===== config.mk =====
export PLATFORM = sky130hd
export DESIGN_NAME = sit_block_decrypt_flat
export DESIGN_NICKNAME = d
export VERILOG_FILES = /design/src/rtl/sbd_pkg.sv /design/src/rtl/sbd_channels_if.sv /design/src/rtl/sit_block_decrypt.sv /design/src/rtl/sbd_key_regs.sv /design/src/rtl/sbd_round.sv /design/src/flat_wrapper.sv
export VERILOG_INCLUDE_DIRS = /design/src /design/src/rtl
export SDC_FILE = /design/constraint.sdc
export NUM_CORES = 2
export LEC_CHECK = 0
export ABC_AREA = 1
export ABC_CLOCK_PERIOD_IN_PS = 12700
export BUFFER_PORTS_ARGS = -buffer_cell sky130_fd_sc_hd__buf_2
export CAP_MARGIN = 20
export CORE_UTILIZATION = 40
export CTS_BUF_LIST = sky130_fd_sc_hd__clkbuf_4
export DETAILED_ROUTE_END_ITERATION = 10
export PLACE_DENSITY = 0.56
export SYNTH_ARGS = -nofsm -noshare
export SYNTH_HDL_FRONTEND = slang
export SYNTH_SLANG_ARGS = --single-unit
export TNS_END_PERCENT = 10

===== constraint.sdc =====
create_clock -name clk_i -period 12.7 [get_ports clk_i]
set_input_delay 1.27 -clock clk_i [delete_from_list [all_inputs] [get_ports clk_i]]
set_output_delay 1.27 -clock clk_i [all_outputs]
set_load 0.1 [all_outputs]

===== src/rtl/sit_block_decrypt_defines.svh =====
// ----------------------------------------------------------------------------
// sit_block_decrypt_defines.svh
// Assertion macros for the SIT block decrypt RTL.
// ----------------------------------------------------------------------------
`ifndef SIT_BLOCK_DECRYPT_DEFINES_SVH
`define SIT_BLOCK_DECRYPT_DEFINES_SVH

`ifndef NO_ASSERTIONS
// checked only out of reset
`define SBD_ASSERT(label, prop, msg) \
  label: assert property (@(posedge clk_i) disable iff (!rst_ni) prop) else $error(msg);
// checked on every edge, reset included
`define SBD_ASSERT_ALWAYS(label, prop, msg) \
  label: assert property (@(posedge clk_i) prop) else $error(msg);
`else
`define SBD_ASSERT(label, prop, msg)
`define SBD_ASSERT_ALWAYS(label, prop, msg)
`endif

`endif


===== src/rtl/sbd_pkg.sv =====
// ----------------------------------------------------------------------------
// sbd_pkg
// Types, constants and the F function of the SIT block decrypt.
// ----------------------------------------------------------------------------
package sbd_pkg;

  localparam int unsigned BLOCK_W   = 64;
  localparam int unsigned WORD_W    = 16;
  localparam int unsigned NUM_KEYS  = 5;
  localparam int unsigned KEY_IDX_W = 3;

  typedef logic [WORD_W-1:0] word_t;

  // word order matches the block packing: w4 in the top bits, w1 at the bottom
  typedef struct packed {
    word_t w4;
    word_t w3;
    word_t w2;
    word_t w1;
  } quad_t;

  typedef word_t [NUM_KEYS-1:0] key_arr_t;

  localparam key_arr_t KEY_RESET = {16'h0123, 16'hcdef, 16'h89ab, 16'h4567, 16'h0123};

  localparam logic [3:0] SBOX_P [16] = '{4'd3, 4'd15, 4'd14, 4'd0, 4'd5, 4'd4, 4'd11, 4'd12,
                                         4'd13, 4'd10, 4'd9, 4'd6, 4'd7, 4'd8, 4'd2, 4'd1};
  localparam logic [3:0] SBOX_Q [16] = '{4'd9, 4'd14, 4'd5, 4'd6, 4'd10, 4'd2, 4'd3, 4'd12,
                                         4'd15, 4'd0, 4'd4, 4'd13, 4'd7, 4'd11, 4'd1, 4'd8};

  function automatic logic [3:0] sbox_p(input logic [3:0] x);
    return SBOX_P[x];
  endfunction

  function automatic logic [3:0] sbox_q(input logic [3:0] x);
    return SBOX_Q[x];
  endfunction

  // F: three S-box layers, nibble halves crossed between layers
  function automatic word_t mix_word(input word_t w);
    logic [3:0] a0, b0, c0, e0;
    logic [3:0] a1, b1, c1, e1;
    logic [3:0] a2, b2, c2, e2;
    a0 = sbox_p(w[15:12]);
    b0 = sbox_q(w[11:8]);
    c0 = sbox_p(w[7:4]);
    e0 = sbox_q(w[3:0]);

    b1 = sbox_q({a0[3:2], b0[3:2]});
    a1 = sbox_p({a0[1:0], c0[3:2]});
    e1 = sbox_q({b0[1:0], e0[3:2]});
    c1 = sbox_p({c0[1:0], e0[1:0]});

    a2 = sbox_p({b1[3:2], a1[3:2]});
    b2 = sbox_q({b1[1:0], e1[3:2]});
    c2 = sbox_p({a1[1:0], c1[3:2]});
    e2 = sbox_q({e1[1:0], c1[1:0]});
    return {a2, b2, c2, e2};
  endfunction

endpackage


===== src/rtl/sbd_channels_if.sv =====
// ----------------------------------------------------------------------------
// sbd_channels_if
// Valid/ready channels for ciphertext and plaintext blocks.
// ----------------------------------------------------------------------------
interface sbd_cipher_if;
  logic                        valid;
  logic                        ready;
  logic [sbd_pkg::BLOCK_W-1:0] cipher_block;

  modport source (output valid, output cipher_block, input ready);
  modport sink   (input valid, input cipher_block, output ready);
endinterface

interface sbd_plain_if;
  logic                        valid;
  logic                        ready;
  logic [sbd_pkg::BLOCK_W-1:0] plain_block;

  modport source (output valid, output plain_block, input ready);
  modport sink   (input valid, input plain_block, output ready);
endinterface


===== src/rtl/sit_block_decrypt.sv =====
// ----------------------------------------------------------------------------
// sit_block_decrypt
// Datapath: an accepted block is held in the input reg, runs through the
// unrolled rounds and is registered in the result reg before it is offered.
// Throughput: one block per cycle; all rounds are unrolled between the regs.
// Stalls on the output back up through both stages with no bubbles.
// Reset (async, active low) empties both stages and loads the default keys.
// ----------------------------------------------------------------------------
module sit_block_decrypt #(
  parameter int unsigned ROUNDS = 5  // 1..5, round g uses key ROUNDS-1-g
) (
  input  logic                          clk_i,
  input  logic                          rst_ni,
  sbd_cipher_if.sink                    cipher_i,
  sbd_plain_if.source                   plain_o,
  input  logic                          cfg_we_i,
  input  logic [sbd_pkg::KEY_IDX_W-1:0] cfg_idx_i,
  input  sbd_pkg::word_t                cfg_data_i
);
  import sbd_pkg::*;

  `include "sit_block_decrypt_defines.svh"

  // --------------------------------------------------------------------------
  // Round keys
  // --------------------------------------------------------------------------
  key_arr_t keys;

  sbd_key_regs u_keys (
    .clk_i      (clk_i),
    .rst_ni     (rst_ni),
    .cfg_we_i   (cfg_we_i),
    .cfg_idx_i  (cfg_idx_i),
    .cfg_data_i (cfg_data_i),
    .keys_o     (keys)
  );

  // --------------------------------------------------------------------------
  // Stage control: each stage loads when it is empty or its consumer moves.
  // --------------------------------------------------------------------------
  logic  in_valid_q, in_valid_d;
  quad_t in_blk_q;
  logic  out_valid_q, out_valid_d;
  quad_t out_blk_q;
  logic  out_load;
  logic  in_load;

  assign out_load       = !out_valid_q || plain_o.ready;
  assign in_load        = !in_valid_q || out_load;
  assign cipher_i.ready = in_load;

  always_comb begin
    in_valid_d  = in_load ? cipher_i.valid : in_valid_q;
    out_valid_d = out_load ? in_valid_q : out_valid_q;
  end

  always_ff @(posedge clk_i or negedge rst_ni) begin
    if (!rst_ni) begin
      in_valid_q  <= 1'b0;
      out_valid_q <= 1'b0;
    end else begin
      in_valid_q  <= in_valid_d;
      out_valid_q <= out_valid_d;
    end
  end

  // --------------------------------------------------------------------------
  // Unrolled rounds; stage g applies key ROUNDS-1-g (last key goes first).
  // --------------------------------------------------------------------------
  quad_t rnd_w [ROUNDS+1];
  quad_t res;

  assign rnd_w[0] = in_blk_q;

  for (genvar g = 0; g < ROUNDS; g++) begin : g_round
    sbd_round u_round (
      .w_i   (rnd_w[g]),
      .key_i (keys[ROUNDS-1-g]),
      .w_o   (rnd_w[g+1])
    );
  end

  // result is the last round's words before its permutation
  always_comb begin
    res.w1 = rnd_w[ROUNDS].w2;
    res.w2 = rnd_w[ROUNDS].w1;
    res.w3 = rnd_w[ROUNDS].w4;
    res.w4 = rnd_w[ROUNDS].w3;
  end

  // payload regs, no reset
  always_ff @(posedge clk_i) begin
    if (in_load && cipher_i.valid) begin
      in_blk_q <= quad_t'(cipher_i.cipher_block);
    end
    if (out_load && in_valid_q) begin
      out_blk_q <= res;
    end
  end

  assign plain_o.valid       = out_valid_q;
  assign plain_o.plain_block = BLOCK_W'(out_blk_q);

  // --------------------------------------------------------------------------
  // Assertions
  // --------------------------------------------------------------------------
  `SBD_ASSERT_ALWAYS(a_reset_empty, !rst_ni |-> (!in_valid_q && !out_valid_q), "valid in reset")
  `SBD_ASSERT(a_advance, (in_valid_q && out_load) |=> out_valid_q, "item lost between stages")
  `SBD_ASSERT(a_in_hold, !in_load |=> in_valid_q && $stable(in_blk_q), "stalled input changed")
  `SBD_ASSERT(a_ready_empty, !out_valid_q |-> cipher_i.ready, "not ready with empty result stage")

endmodule


===== src/rtl/sbd_key_regs.sv =====
// ----------------------------------------------------------------------------
// sbd_key_regs
// Round key register file, written through the config port.
// ----------------------------------------------------------------------------
module sbd_key_regs (
  input  logic                            clk_i,
  input  logic                            rst_ni,
  input  logic                            cfg_we_i,
  input  logic [sbd_pkg::KEY_IDX_W-1:0]   cfg_idx_i,
  input  sbd_pkg::word_t                  cfg_data_i,
  output sbd_pkg::key_arr_t               keys_o
);
  import sbd_pkg::*;

  key_arr_t keys_q;

  // writes beyond the last key are dropped
  always_ff @(posedge clk_i or negedge rst_ni) begin
    if (!rst_ni) begin
      keys_q <= KEY_RESET;
    end else if (cfg_we_i && (cfg_idx_i < KEY_IDX_W'(NUM_KEYS))) begin
      keys_q[cfg_idx_i] <= cfg_data_i;
    end
  end

  assign keys_o = keys_q;

endmodule


===== src/rtl/sbd_round.sv =====
// ----------------------------------------------------------------------------
// sbd_round
// One decryption round: key XNOR on words 1 and 4, F cross-mix, permute.
// ----------------------------------------------------------------------------
module sbd_round (
  input  sbd_pkg::quad_t w_i,
  input  sbd_pkg::word_t key_i,
  output sbd_pkg::quad_t w_o
);
  import sbd_pkg::*;

  word_t n1, n2, n3, n4;

  always_comb begin
    n1 = ~(w_i.w1 ^ key_i);
    n2 = mix_word(w_i.w4) ^ w_i.w3;
    n4 = ~(w_i.w4 ^ key_i);
    n3 = mix_word(w_i.w1) ^ w_i.w2;
    // word permutation for the following round
    w_o.w1 = n2;
    w_o.w2 = n1;
    w_o.w3 = n4;
    w_o.w4 = n3;
  end

endmodule

===== src/flat_wrapper.sv =====
// flat-port wrapper written by rule: the top's interface ports become plain ports
module sit_block_decrypt_flat import sbd_pkg::*;
#(
  parameter int unsigned ROUNDS = 5                                      
)
  (clk_i, rst_ni, cfg_we_i, cfg_idx_i, cfg_data_i, cipher_i_valid, cipher_i_cipher_block, cipher_i_ready, plain_o_valid, plain_o_plain_block, plain_o_ready);
  sbd_cipher_if cipher_i_i ();
  sbd_plain_if plain_o_i ();
  input  logic clk_i;
  input  logic rst_ni;
  input  logic cfg_we_i;
  input  logic [sbd_pkg::KEY_IDX_W-1:0] cfg_idx_i;
  input  sbd_pkg::word_t cfg_data_i;
  input wire logic [$bits(cipher_i_i.valid)-1:0] cipher_i_valid;
  input wire logic [$bits(cipher_i_i.cipher_block)-1:0] cipher_i_cipher_block;
  output wire logic [$bits(cipher_i_i.ready)-1:0] cipher_i_ready;
  output wire logic [$bits(plain_o_i.valid)-1:0] plain_o_valid;
  output wire logic [$bits(plain_o_i.plain_block)-1:0] plain_o_plain_block;
  input wire logic [$bits(plain_o_i.ready)-1:0] plain_o_ready;
  assign cipher_i_i.valid = cipher_i_valid;
  assign cipher_i_i.cipher_block = cipher_i_cipher_block;
  assign cipher_i_ready = cipher_i_i.ready;
  assign plain_o_valid = plain_o_i.valid;
  assign plain_o_plain_block = plain_o_i.plain_block;
  assign plain_o_i.ready = plain_o_ready;
  sit_block_decrypt #(.ROUNDS(ROUNDS)) u_core (.clk_i(clk_i), .rst_ni(rst_ni), .cipher_i(cipher_i_i), .plain_o(plain_o_i), .cfg_we_i(cfg_we_i), .cfg_idx_i(cfg_idx_i), .cfg_data_i(cfg_data_i));
endmodule

==> out/qor.yml <==
fin_area_mm2: 0.0400
max_cap_viol_count: 0
critical_path_class: "reg2reg"
drive_above_1_share: 0.209
clk_pin_slew_ps: 60
yosys.area.top_type: "nand2_1"
tightestPinTransition_ps: 922
ys_seq_elements: 210
drt_iter0_markers: 2083
crit_path_top_delay_cell: "edfxtp_1"
ys_seq_area_frac: 0.163
hp-class: "in2async"
post_drt_wl_per_cell_um: 14.6
critPathMaxFanout: 8
io_buffers: 153
syn_avg_cell_area_um2: 6.25
crit_top_cell: "nand2_1"
area.growth.synth_to_final_pct: 9.49
die-area_mm2: 0.0925
status: "complete, no violations"
cts_buffer_depth: 3
io_pins: 154
cts_buffers: 71
synth_area_leaders: "nand2_1 (24%), ha_1 (13%), nand3_1 (12%), edfxtp_1 (11%), nand2_2 (6.8%)"
rows: 110
slew_viol_final: 0
worst_skew_pair.late_latency_ps: 910
place_hpwl_um: 89600
period_share: 0.922
vias: 36277
vias_per_cell: 4.95
place_area_mm2: 0.0387
grt_pass1_vias: 32304
core_mm2: 0.0903
gp_congestion: 0.914
cts_sinks: 210
syn-num-nets: 6322
yosys.area.top_type_share: 0.243
holdWs_ps: 351
most-common-layout-cells: "nand2_1 (2350), nand3_1 (864), inv_1 (486), nand2_2 (409), ha_1 (384)"
synthesis.area_mm2: 0.0365
cts-root-buf: "clkbuf_4"
drcViolationCount: 0
start_kind: "register"
routed_wirelength_um: 107000
finClkSkew_ps: 80.9
fmax_mhz: 85.4
critPathMaxStageDelay_ps: 480
initial_core_util: 0.405
cp_num_buf_inv: 10
top_layer_used: "met4"
synth_cells: 5849
tritoncts: "yes"
layout_commonest_cell: "nand2_1"
htreeDepth: 3
max_slew_margin: 0.381
globalRouteTotalUtil: 0.227
met1Wirelength_um: 49500
setup_viol: 0
hold_viol_final: 0
fin_nets: 6559
grt_max_degree: 62
arrival_ps: 12340
die_h_um: 304
setup_tns_ps: 0
ys_types: 47
die_x_um: 304
wl_met2_um: 49900
post-route-min-period_ps: 11710
grt_pass1_wl_um: 169000
routed-wl-met3_um: 4110
crit_required_ps: 13330
worst_path_dominant_cell_family: "simple AND/OR/NAND/NOR gates"
overflow: 0
dr.pass1.iters: 7
cp-end-kind: "register"
ant_nets: 0
grt_antenna_before_repair: 5
yosysWarnings: 0
-- synthesized netlist by cell type (all sizes together) --
cell / instances
dfrtp: 46
a21oi: 40
o211ai: 53
or2: 8
and2: 2
nand2: 2878
clkinv: 7
o21a: 2
nand4: 2
buf: 16
o21ai: 240
nor2: 86
ha: 385
nand3: 977
edfxtp: 128
nand3b: 77
xor2: 139
a21o: 2
xnor2: 24
clkbuf: 15
dfstp: 36
inv: 686
-- metal layers --
layer  global-route usage  up-vias
li1                     -    19271
met1                0.293    16173
met2                0.387      695
met3               0.0294      138
met4               0.0768        0
met5                    0        -
-- flip-flops by register name, indices dropped and copies added (netlist names) --
register and flops:
u_core.plain_o.plain_block 64, u_core.u_keys.keys_o 80, u_core.plain_o.valid 1, u_core.in_valid_q 1
u_core.in_blk_q 64
-- timing repair --
action	4_1_cts	5_1_grt
setup buffers	0	34
gates resized for setup	0	44
hold buffers	0	0
endpoints found under the setup margin	0	32
-- cell families after synthesis --
group / count (synthesis) / share of synthesized area
buffers and inverters: 724 / 0.0783
DFF: 210 / 0.163
xor gates and xnor gates: 163 / 0.0393
AOI/OAI and AO/OA: 337 / 0.0603
and+or+nand+nor: 4030 / 0.528
adders and majority gates: 385 / 0.132
-- worst paths after layout --
kind | startpoint | to | slack [ps] | depth (start not counted)
setup reg to reg | u_core.in_blk_q[0]$_DFFE_PP_ | u_core.plain_o.plain_block[44]$_DFFE_PP_ | 990 | 79
min in group clk_i | u_core.u_keys.keys_o[14]$_DFFE_PN0P_ | u_core.u_keys.keys_o[14]$_DFFE_PN0P_ | 490 | 2
max in group asynchronous | rst_ni | u_core.u_keys.keys_o[74]$_DFFE_PN0P_ | 11090 | 2
hold / removal | rst_ni | u_core.u_keys.keys_o[19]$_DFFE_PN0P_ | 350 | 1
setup / recovery | u_core.in_blk_q[0]$_DFFE_PP_ | u_core.plain_o.plain_block[44]$_DFFE_PP_ | 990 | 79
hold reg to reg | u_core.u_keys.keys_o[14]$_DFFE_PN0P_ | u_core.u_keys.keys_o[14]$_DFFE_PN0P_ | 490 | 2
-- layout make-up --
cell class	count	area (um2)
sequential	210	5940
fill	9669	50300
multi-input combinational	4915	27900
antenna	6	15.0
timing repair buffer	195	1100
inverter	693	2680
tap	1176	1470
clock buffer	103	773
clock inverter	24	120
-- metrics by stage --
| step | setup WS (ps) | std cells | utilization |
|---|---|---|---|
| 6_report | 994 | 7322 | 0.443 |
| 5_1_grt | -8.32 | 7321 | 0.443 |
| 4_1_cts | 299 | 7282 | 0.438 |
| 3_5_place_dp | 296 | 7155 | 0.428 |
| 3_3_place_gp | 412 | 7155 | 0.428 |
| 2_1_floorplan | 2010 | 5849 | - |
-- worst register-to-register path, delay by kind of cell (launching register included) --
kind	cells	cell delay [ps]
AND/OR/NAND/NOR	50	5020
adder cells (fa/ha/maj)	13	3920
AO/OA/AOI/OAI	6	1040
buffers and inverters	10	1030
flip-flops	1	480
Power is left out: the tool's default activity adds up to more than one toggle a clock period on the data nets, which glitch-free logic cannot reach.
